<file path="src/rtl/lbft_pkg.sv">
// Shared types and codes for the learning bridge forwarding table.
// Used by the entry cells, the output stage, the top level and the checker.
package lbft_pkg;

    localparam int ADDRESS_BITS_DEFAULT = 8;
    localparam int ADDR_W = 8;
    localparam int PORT_W = 4;
    localparam int AGE_W = 8;
    localparam int CFG_DATA_W = 8;
    localparam int CFG_INDEX_W = 1;

    localparam logic [AGE_W-1:0] MAX_AGE_RESET = 8'd15;
    localparam logic [ADDR_W-1:0] BROADCAST_RESET = 8'd70;

    typedef enum logic [1:0] {
        DEC_FORWARD = 2'd0,
        DEC_FILTER  = 2'd1,
        DEC_FLOOD   = 2'd2
    } t_decision;

    typedef enum logic {
        CMD_FRAME = 1'b0,
        CMD_TICK  = 1'b1
    } t_command;

    typedef enum logic [CFG_INDEX_W-1:0] {
        CFG_MAX_AGE   = 1'b0,
        CFG_BROADCAST = 1'b1
    } t_cfg_index;

    typedef struct packed {
        logic              valid;
        logic              tick;
        logic [ADDR_W-1:0] src;
        logic [ADDR_W-1:0] dst;
        logic [PORT_W-1:0] port;
        logic              bcast;
        logic              src_new;
        logic              dst_hit;
        logic [PORT_W-1:0] dst_port;
    } t_req;

endpackage

</file>
<file path="src/rtl/lbft_out.sv">
// Output stage: turns a finished lookup into a forwarding decision and holds
// it until the receiver takes it. Depends on lbft_pkg.
module lbft_out import lbft_pkg::*; (
    input  logic              i_clk,
    input  logic              i_rst_n,
    input  t_req              i_req,
    input  logic              i_ready,
    output logic              o_advance,
    output logic              o_valid,
    output logic [1:0]        o_decision,
    output logic [PORT_W-1:0] o_egress_port,
    output logic              o_source_was_new
);

    logic              r_valid;
    t_decision         r_decision;
    logic [PORT_W-1:0] r_egress;
    logic              r_src_new;
    t_decision         n_decision;
    logic [PORT_W-1:0] n_egress;

    assign o_advance = !r_valid || i_ready;

    always_comb begin
        n_egress = i_req.port;
        if (i_req.bcast || !i_req.dst_hit) begin
            n_decision = DEC_FLOOD;
        end else if (i_req.dst_port == i_req.port) begin
            n_decision = DEC_FILTER;
        end else begin
            n_decision = DEC_FORWARD;
            n_egress   = i_req.dst_port;
        end
    end

    always_ff @(posedge i_clk) begin
        if (!i_rst_n) begin
            r_valid <= 1'b0;
        end else if (o_advance) begin
            r_valid <= i_req.valid && !i_req.tick;
        end
    end

    always_ff @(posedge i_clk) begin
        if (o_advance) begin
            r_decision <= n_decision;
            r_egress   <= n_egress;
            r_src_new  <= i_req.src_new;
        end
    end

    assign o_valid          = r_valid;
    assign o_decision       = r_decision;
    assign o_egress_port    = r_egress;
    assign o_source_was_new = r_src_new;

endmodule

</file>
<file path="config.mk">
export PLATFORM = sky130hd
export DESIGN_NAME = lbft_out
export DESIGN_NICKNAME = d
export VERILOG_FILES = /design/src/rtl/lbft_pkg.sv /design/src/rtl/lbft_out.sv
export SDC_FILE = /design/constraint.sdc
export NUM_CORES = 1
export LEC_CHECK = 0
export BUFFER_PORTS_ARGS = -buffer_cell sky130_fd_sc_hd__buf_2
export CAP_MARGIN = 20
export CORE_AREA = 2 2 39 41
export DETAILED_ROUTE_END_ITERATION = 8
export DIE_AREA = 0 0 41 43
export GPL_TIMING_DRIVEN = 0
export PLACE_DENSITY = 0.79
export REMOVE_ABC_BUFFERS = 1
export SLEW_MARGIN = 10
export SYNTH_ARGS = -nofsm -noshare
export SYNTH_HDL_FRONTEND = slang
export SYNTH_SLANG_ARGS = --single-unit
</file>
<file path="constraint.sdc">
create_clock -name i_clk -period 2.7 [get_ports i_clk]
set_clock_uncertainty 0.15 [all_clocks]
set_input_delay 0.405 -clock i_clk [delete_from_list [all_inputs] [get_ports i_clk]]
set_output_delay 0.405 -clock i_clk [all_outputs]
set_load 0.1 [all_outputs]
</file>
==> flow_summary.yaml <==
setup_path:
  critPathBufInv: 1
  cpMaxStageDelayCell: "buf_2"
  startpoint_type: "register"
  worstSetupEndpointType: "output pin"
  worstPathMaxFanout: 9
  critPathArrivalTime_ps: 1320
  max_stage_delay_ps: 500
  cp.required_ps: 2140
  critical_path_class: "register to output pin"
  rr_startpoint: "o_valid"
  critical_path.top_delay_family: "buffers and inverters"
  crit_start: "o_valid"
  path_cells: "nand2b_1, buf_2"
floorplan:
  core_um2: 1380
  fp.dieH_um: 43
  dieArea_um2: 1760
  rows: 14
  io_pins: 41
  initial_utilization: 0.278
  fp.dieW_um: 41
routing:
  drt_iter0_drc: 5
  wl_per_cell_um: 9.57
  vias: 294
  via_per_inst: 4.26
  antenna_left: 0
  drc: 0
  wl_um: 660
  dr.pass1.iters: 4
synth:
  ys_types: 14
  ys_ff_latch: 8
  yosysWarnings: 0
  syn_area_um2: 385
  synth.avg_cell_area_um2: 14.8
  synthCells: 26
  yosysSeqAreaShare: 0.597
min_path:
  hp-start: "i_req[5]"
  min-delay-path-class: "input port to register"
final_layout:
  n_antenna_cell: 0
  drive_gt1_frac: 0.604
  fillers: 143
  syn_to_final_growth_pct: 40.3
  seq_area_um2: 230
  fin_area_um2: 541
  finalNonFillerCells: 69
  fin_nets: 86
  multi_input_area_um2: 136
placed_design:
  post_dp_cell_area_um2: 514
  dp_cells: 65
  gp_congestion: 0.720
  port_buffers: 24
global_routing:
  grt_max_degree: 10
  grt_overflow_total: 0
  grt_pass1_wl_um: 1060
  antenna_found_initial: 0
  grt_pass1_vias: 294
  grt_usage: 0.0995
clocking:
  insertion_delay_ps: 240
  cts_num_sinks: 8
  ctsResizeCount: 0
  cts_hold_buffers: 0
  htreeDepth: 1
  cts_root_buffer: "clkbuf_4"
  clockBufferDepth: 2
  cts_buffers: 3
  path_clk_slew_ps: 50
  post_cts_buffers: 0
  cts_tree: "done"
timing:
  tightestPinTransition_ps: 487
  hold_viol_final: 0
  post-route-period-util: 0.693
  slew_headroom: 0.678
  setup_violations: 0
  fin_tns_setup_ps: 0
  rsz0062_at_grt: "false"
  slew_violations: 0
  fin_crit_ps: 1870
  fmax_mhz: 535
power_and_ir_drop:
  power.density_nw_per_um2: 648
  vdd_drop_max_v: 0.000147
  p_total_w: 0.000350
  p_leak_nw: 0.252
run:
  cap_violations: 0
outcome:
  status: "complete, no violations"
[worst paths after layout]
| kind | cells after the start | slack (ps) | endpoint |
|---|---|---|---|
| setup / recovery | 2 | 830 | o_advance |
| hold / removal | 1 | 180 | o_source_was_new |
| setup reg to reg | 1 | 1640 | o_decision[0] |
| hold reg to reg | 1 | 610 | o_decision[1] |
[registers in the layout, indices dropped and copies added, names as in the netlist]
signal,cells
o_egress_port,4
o_decision,2
o_source_was_new,1
o_valid,1
[metrics by stage]
step	hold WS [ps]	util	setup slack, ps
floorplan	354	-	136
global placement	433	0.372	880
detailed placement	433	0.372	856
CTS	173	0.391	805
global route	173	0.391	754
finish	183	0.391	829
[cells in the mapped netlist (all sizes together)]
| cell type | instances | area [µm²] |
|---|---|---|
| inv | 2 | 7.51 |
| nor4b | 1 | 23.8 |
| edfxtp | 7 | 210 |
| mux2 | 2 | 22.5 |
| xor2 | 2 | 17.5 |
| buf | 1 | 11.3 |
| o21ai | 2 | 10.0 |
| dfxtp | 1 | 20.0 |
| a221oi | 1 | 15.0 |
| nand2 | 2 | 7.51 |
| o22ai | 1 | 6.26 |
| a21boi | 1 | 7.51 |
| nand2b | 3 | 26.3 |
[cells by family (layout without fill, tap and decap cells)]
group | Yosys count | in the layout | share of synthesized area
buf+inv | 3 | 30 | 0.0487
flops | 8 | 8 | 0.597
compound gates | 5 | 5 | 0.101
simple gates | 6 | 6 | 0.149
xor+xnor | 2 | 2 | 0.0455
mux | 2 | 2 | 0.0584
[final cells by class]
cell class,count,share of cell area
tap,16,0.0370
clock buffer,4,0.0486
multi-input combinational,15,0.252
timing repair buffer,24,0.222
sequential,8,0.426
inverter,2,0.0139
[cell usage in the layout, fill, tap and decap left out, drive strengths merged]
cell type  synthesis  layout
clkbuf             0       4
buf                1      24
nand2b             3       3
dfxtp              1       1
inv                2       2
edfxtp             7       7
a221oi             1       1
nor4b              1       1
xor2               2       2
o22ai              1       1
nand2              2       2
a21boi             1       1
mux2               2       2
o21ai              2       2
[metal layers]
layer / wire, µm / vias up / track usage / part of all wire
li1: - / 148 / - / -
met5: 0 / - / 0 / 0
met3: 63 / 2 / 0.0157 / 0.095
met4: 21 / 0 / 0.140 / 0.032
met1: 209 / 129 / 0.0900 / 0.32
met2: 365 / 15 / 0.147 / 0.55
[report_power, final]
group	internal, W	switching [W]
clock network	0.0000563	0.0000379
logic	0.0000226	0.0000872
registers	0.000145	0.00000183
total	0.000224	0.000127
No activity file was read; power rests on OpenSTA's default activity.
