**src/rtl/lbft_pkg.sv**
```systemverilog
// Shared types and codes for the learning bridge forwarding table.
// Used by the entry cells, the output stage, the top level and the checker.
package lbft_pkg;

    localparam int ADDRESS_BITS_DEFAULT = 8;
    localparam int ADDR_W = 8;
    localparam int PORT_W = 4;
    localparam int AGE_W = 8;
    localparam int CFG_DATA_W = 8;
    localparam int CFG_INDEX_W = 1;

    localparam logic [AGE_W-1:0] MAX_AGE_RESET = 8'd15;
    localparam logic [ADDR_W-1:0] BROADCAST_RESET = 8'd70;

    typedef enum logic [1:0] {
        DEC_FORWARD = 2'd0,
        DEC_FILTER  = 2'd1,
        DEC_FLOOD   = 2'd2
    } t_decision;

    typedef enum logic {
        CMD_FRAME = 1'b0,
        CMD_TICK  = 1'b1
    } t_command;

    typedef enum logic [CFG_INDEX_W-1:0] {
        CFG_MAX_AGE   = 1'b0,
        CFG_BROADCAST = 1'b1
    } t_cfg_index;

    typedef struct packed {
        logic              valid;
        logic              tick;
        logic [ADDR_W-1:0] src;
        logic [ADDR_W-1:0] dst;
        logic [PORT_W-1:0] port;
        logic              bcast;
        logic              src_new;
        logic              dst_hit;
        logic [PORT_W-1:0] dst_port;
    } t_req;

endpackage

```
**src/rtl/lbft_cell.sv**
```systemverilog
// One table entry of the forwarding table chain: learns, looks up and ages
// its own entry as a request passes through. Depends on lbft_pkg.
module lbft_cell import lbft_pkg::*; #(
    parameter int ADDRESS_BITS = ADDRESS_BITS_DEFAULT,
    parameter int CELL_INDEX   = 0
) (
    input  logic             i_clk,
    input  logic             i_rst_n,
    input  logic             i_advance,
    input  logic [AGE_W-1:0] i_max_age,
    input  t_req             i_req,
    output t_req             o_req
);

    logic              r_valid;
    logic              n_valid;
    logic [PORT_W-1:0] r_port;
    logic [PORT_W-1:0] n_port;
    logic [AGE_W-1:0]  r_age;
    logic [AGE_W-1:0]  n_age;
    logic              r_req_valid;
    t_req              r_req;
    t_req              n_req;

    logic src_match;
    logic dst_match;
    logic is_frame;
    logic is_tick;
    logic learned_valid;
    logic [PORT_W-1:0] learned_port;

    always_comb begin
        is_frame  = i_req.valid && !i_req.tick;
        is_tick   = i_req.valid && i_req.tick;
        src_match = is_frame &&
                    (ADDRESS_BITS'(i_req.src) == ADDRESS_BITS'(CELL_INDEX));
        dst_match = is_frame &&
                    (ADDRESS_BITS'(i_req.dst) == ADDRESS_BITS'(CELL_INDEX));

        learned_valid = src_match || r_valid;
        learned_port  = src_match ? i_req.port : r_port;

        n_req = i_req;
        n_req.src_new = i_req.src_new || (src_match && !r_valid);
        if (dst_match) begin
            n_req.dst_hit  = learned_valid;
            n_req.dst_port = learned_port;
        end

        n_valid = r_valid;
        n_port  = r_port;
        n_age   = r_age;
        if (src_match) begin
            n_valid = 1'b1;
            n_port  = i_req.port;
            n_age   = i_max_age;
        end else if (is_tick && r_valid) begin
            if (r_age <= AGE_W'(1)) begin
                n_valid = 1'b0;
            end else begin
                n_age = r_age - AGE_W'(1);
            end
        end
    end

    always_ff @(posedge i_clk) begin
        if (!i_rst_n) begin
            r_valid     <= 1'b0;
            r_req_valid <= 1'b0;
        end else if (i_advance) begin
            r_valid     <= n_valid;
            r_req_valid <= n_req.valid;
        end
    end

    always_ff @(posedge i_clk) begin
        if (i_advance) begin
            r_port <= n_port;
            r_age  <= n_age;
            r_req  <= n_req;
        end
    end

    always_comb begin
        o_req       = r_req;
        o_req.valid = r_req_valid;
    end

endmodule

```
**config.mk**
```make
export PLATFORM = sky130hd
export DESIGN_NAME = lbft_cell
export DESIGN_NICKNAME = d
export VERILOG_FILES = /design/src/rtl/lbft_pkg.sv /design/src/rtl/lbft_cell.sv
export SDC_FILE = /design/constraint.sdc
export NUM_CORES = 1
export LEC_CHECK = 0
export BUFFER_PORTS_ARGS = -buffer_cell sky130_fd_sc_hd__clkbuf_2
export CAP_MARGIN = 10
export CELL_PAD_IN_SITES_DETAIL_PLACEMENT = 1
export CELL_PAD_IN_SITES_GLOBAL_PLACEMENT = 1
export CORE_UTILIZATION = 40
export CTS_BUF_LIST = sky130_fd_sc_hd__clkbuf_2
export DETAILED_ROUTE_END_ITERATION = 8
export GPL_TIMING_DRIVEN = 1
export PLACE_DENSITY_LB_ADDON = 0.1
export SYNTH_ARGS = -nofsm -noshare
export SYNTH_HDL_FRONTEND = slang
export SYNTH_SLANG_ARGS = --single-unit
```
**constraint.sdc**
```tcl
create_clock -name i_clk -period 3.6 [get_ports i_clk]
set_input_delay 0.72 -clock i_clk [delete_from_list [all_inputs] [get_ports i_clk]]
set_output_delay 0.72 -clock i_clk [all_outputs]
set_load 0.005 [all_outputs]
```
==> reports/results.ini <==
[status]
outcome=finished clean

[layout]
antenna_cells=0
nets=237
syn2layout_area_growth_pct=24.5
stdcell_count=248
design_area_mm2=0.00228
drive_above_1_share_pct=44.9

[clock_tree]
numCtsBuffers=5
clockBufferDepth=2
insertion_delay_ns=0.38
cts_hold_buffers=0
clk_pin_slew_ns=0.20
clockRootBuffer=clkbuf_2
cts_tree=yes
h-tree-depth=2
post_cts_buffers=0
cts.repair.resized=0
clkSinkCount=42

[global_route]
grt_pass1_vias=1394
grtUsageTotal_pct=18.3
antenna_found_initial=0
grt_overflow=0
grt_pass1_wl_mm=6.93
grt_max_degree=23

[sta]
report.final.slew_viol_count=0
finClkSkew_ns=0.00598
hold_viol_final=0
slew_headroom_pct=67.0
final-setup-viol-count=0
fin_crit_ns=2.09
worstMarginPinSlew_ns=0.493
layout_setup_ws_ns=1.51
grt_setup_unrepaired=no
period_share_pct=58.2
fmax_ghz=0.478
finalSetupTns_ns=0

[setup_path]
path_delay_family=simple AND/OR/NAND/NOR gates
startpoint_type=input pin
crit_arrival_ns=2.21
crit_path_end_kind=flip-flop
crit_chain=clkbuf_2 > nor4_4 > nand3_1 > a21boi_0 > buf_4
cp_max_fo=11
critical_path_class=in -> reg
cp_slowest_stage_delay_ns=0.45
cp.buffers_inverters=2
worst_path_max_delay_cell=nand3_1
worstPathRequired_ns=3.72

[detailed_routing]
wl_per_cell_um=17.1
drt_pass1_iterations=4
vias_per_cell=5.46
top_layer=met4
drtIter0Drc=75
met2_length_mm=2.27
antenna_left=0
routed_wl_mm=4.23
wl_met1_mm=1.69
wl_met3_um=210
drcViolationCount=0
vias=1355

[floorplan]
die_w_um=69.7
initial_utilization_pct=41.8
ios=69
coreArea_mm2=0.00438
rows=24
dieArea_mm2=0.00486
dieHeight_um=69.7

[logic_synthesis]
ys_types=38
synth_most_common_cell=edfxtp_1
synth_edf_count=40
synthCells=121
synth_seq_area_share_pct=67.7
synth_seq_cells=42
syn-num-nets=163
yosysTopAreaCell=edfxtp_1
ys_top_cells_by_count=40 x edfxtp_1, 13 x a31oi_1, 6 x nand4_1, 6 x nor4_1
synth_flop_cell=edfxtp_1
ys_async_sr_fraction_pct=0
ys_warn_count=0
syn_area_mm2=0.00183
synth_top_area_share_pct=65.5
postSynthAreaPerCell_um2=15.1
synth_area_leaders=edfxtp_1 66%, a31oi_1 4.4%, o31ai_2 2.7%

[power]
powerDensity_mw_per_mm2=371
ir_drop_v=0.000187
p_leak_nw=0.886
power_w=0.000846

[run]
maxCapViolCount=0

[placed_design]
gp_congestion=0.792
dp.cells=240
place_area_mm2=0.00225
dp_hpwl_mm=3.31
place_ws_ns=1.03
port_buffers=68

[min_path]
hold_class=in -> reg

power by group:
part	total (W)	switching, W	internal (W)
combinational	0.0000863	0.0000457	0.0000406
sequential	0.000573	0.00000792	0.000565
clock	0.000187	0.000145	0.0000416
total	0.000846	0.000199	0.000647
path summary, 6_finish.rpt:
check,startpoint,end,slack (ns),depth (start not counted)
worst max-delay path,i_req[26],r_age[4],1.51,5
worst min-delay path,i_req[6],o_req[6],0.50,1
worst max register to register,r_age[0],r_age[6],1.56,5
worst min register to register,r_req_valid,r_req_valid,0.55,2
cell type report:
class | count | area [um^2]
inverter | 3 | 11.3
timing repair buffer | 73 | 378
fill | 477 | 2100
tap | 52 | 65.1
clock inverter | 3 | 11.3
sequential | 42 | 1240
multi-input combinational | 70 | 551
clock buffer | 5 | 25.0
layer usage:
metal	GRT usage [%]	vias up
met5	0	-
met3	4.65	7
met2	32.6	41
met1	21.3	660
met4	6.22	0
li1	-	647
placed cells by master (no fill, tap or decap), types with 2 or more instances in the layout:
| cell type | count |
|---|---|
| or4_1 | 4 |
| clkinv_1 | 3 |
| buf_4 | 5 |
| nor4_4 | 2 |
| clkbuf_2 | 73 |
| nor2b_1 | 2 |
| o31ai_2 | 4 |
| inv_1 | 3 |
| a21boi_0 | 2 |
| a31oi_1 | 13 |
| nand2_1 | 4 |
| mux2_1 | 3 |
| ha_1 | 2 |
| nand4_1 | 6 |
| edfxtp_1 | 40 |
| xnor2_1 | 2 |
| dfxtp_1 | 2 |
| nor4_1 | 6 |
| o31ai_1 | 3 |
sequential cells by signal, summed over array words and instances (netlist names):
signal	flops
r_port	4
r_valid	1
r_age	8
o_req	28
r_req_valid	1
logic make-up (layout without fill, tap and decap cells):
family          count (synthesis)  count (layout)  share of synthesized area [%]
compound gates                 26              26                           10.6
xor+xnor                        3               3                           1.43
fa+ha+maj                       2               2                           1.36
buf+inv                         9              84                           2.25
flops                          42              42                           67.7
mux                             5               5                           3.00
simple gates                   34              34                           13.6
stage by stage:
stage	hold WS [ns]	util [%]
finish	0.503	52.1
global route	0.472	52.1
CTS	0.485	52.1
detailed placement	0.530	51.2
global placement	0.503	51.2
floorplan	0.484	-
Note: power is estimated with default switching activity, not from simulation.
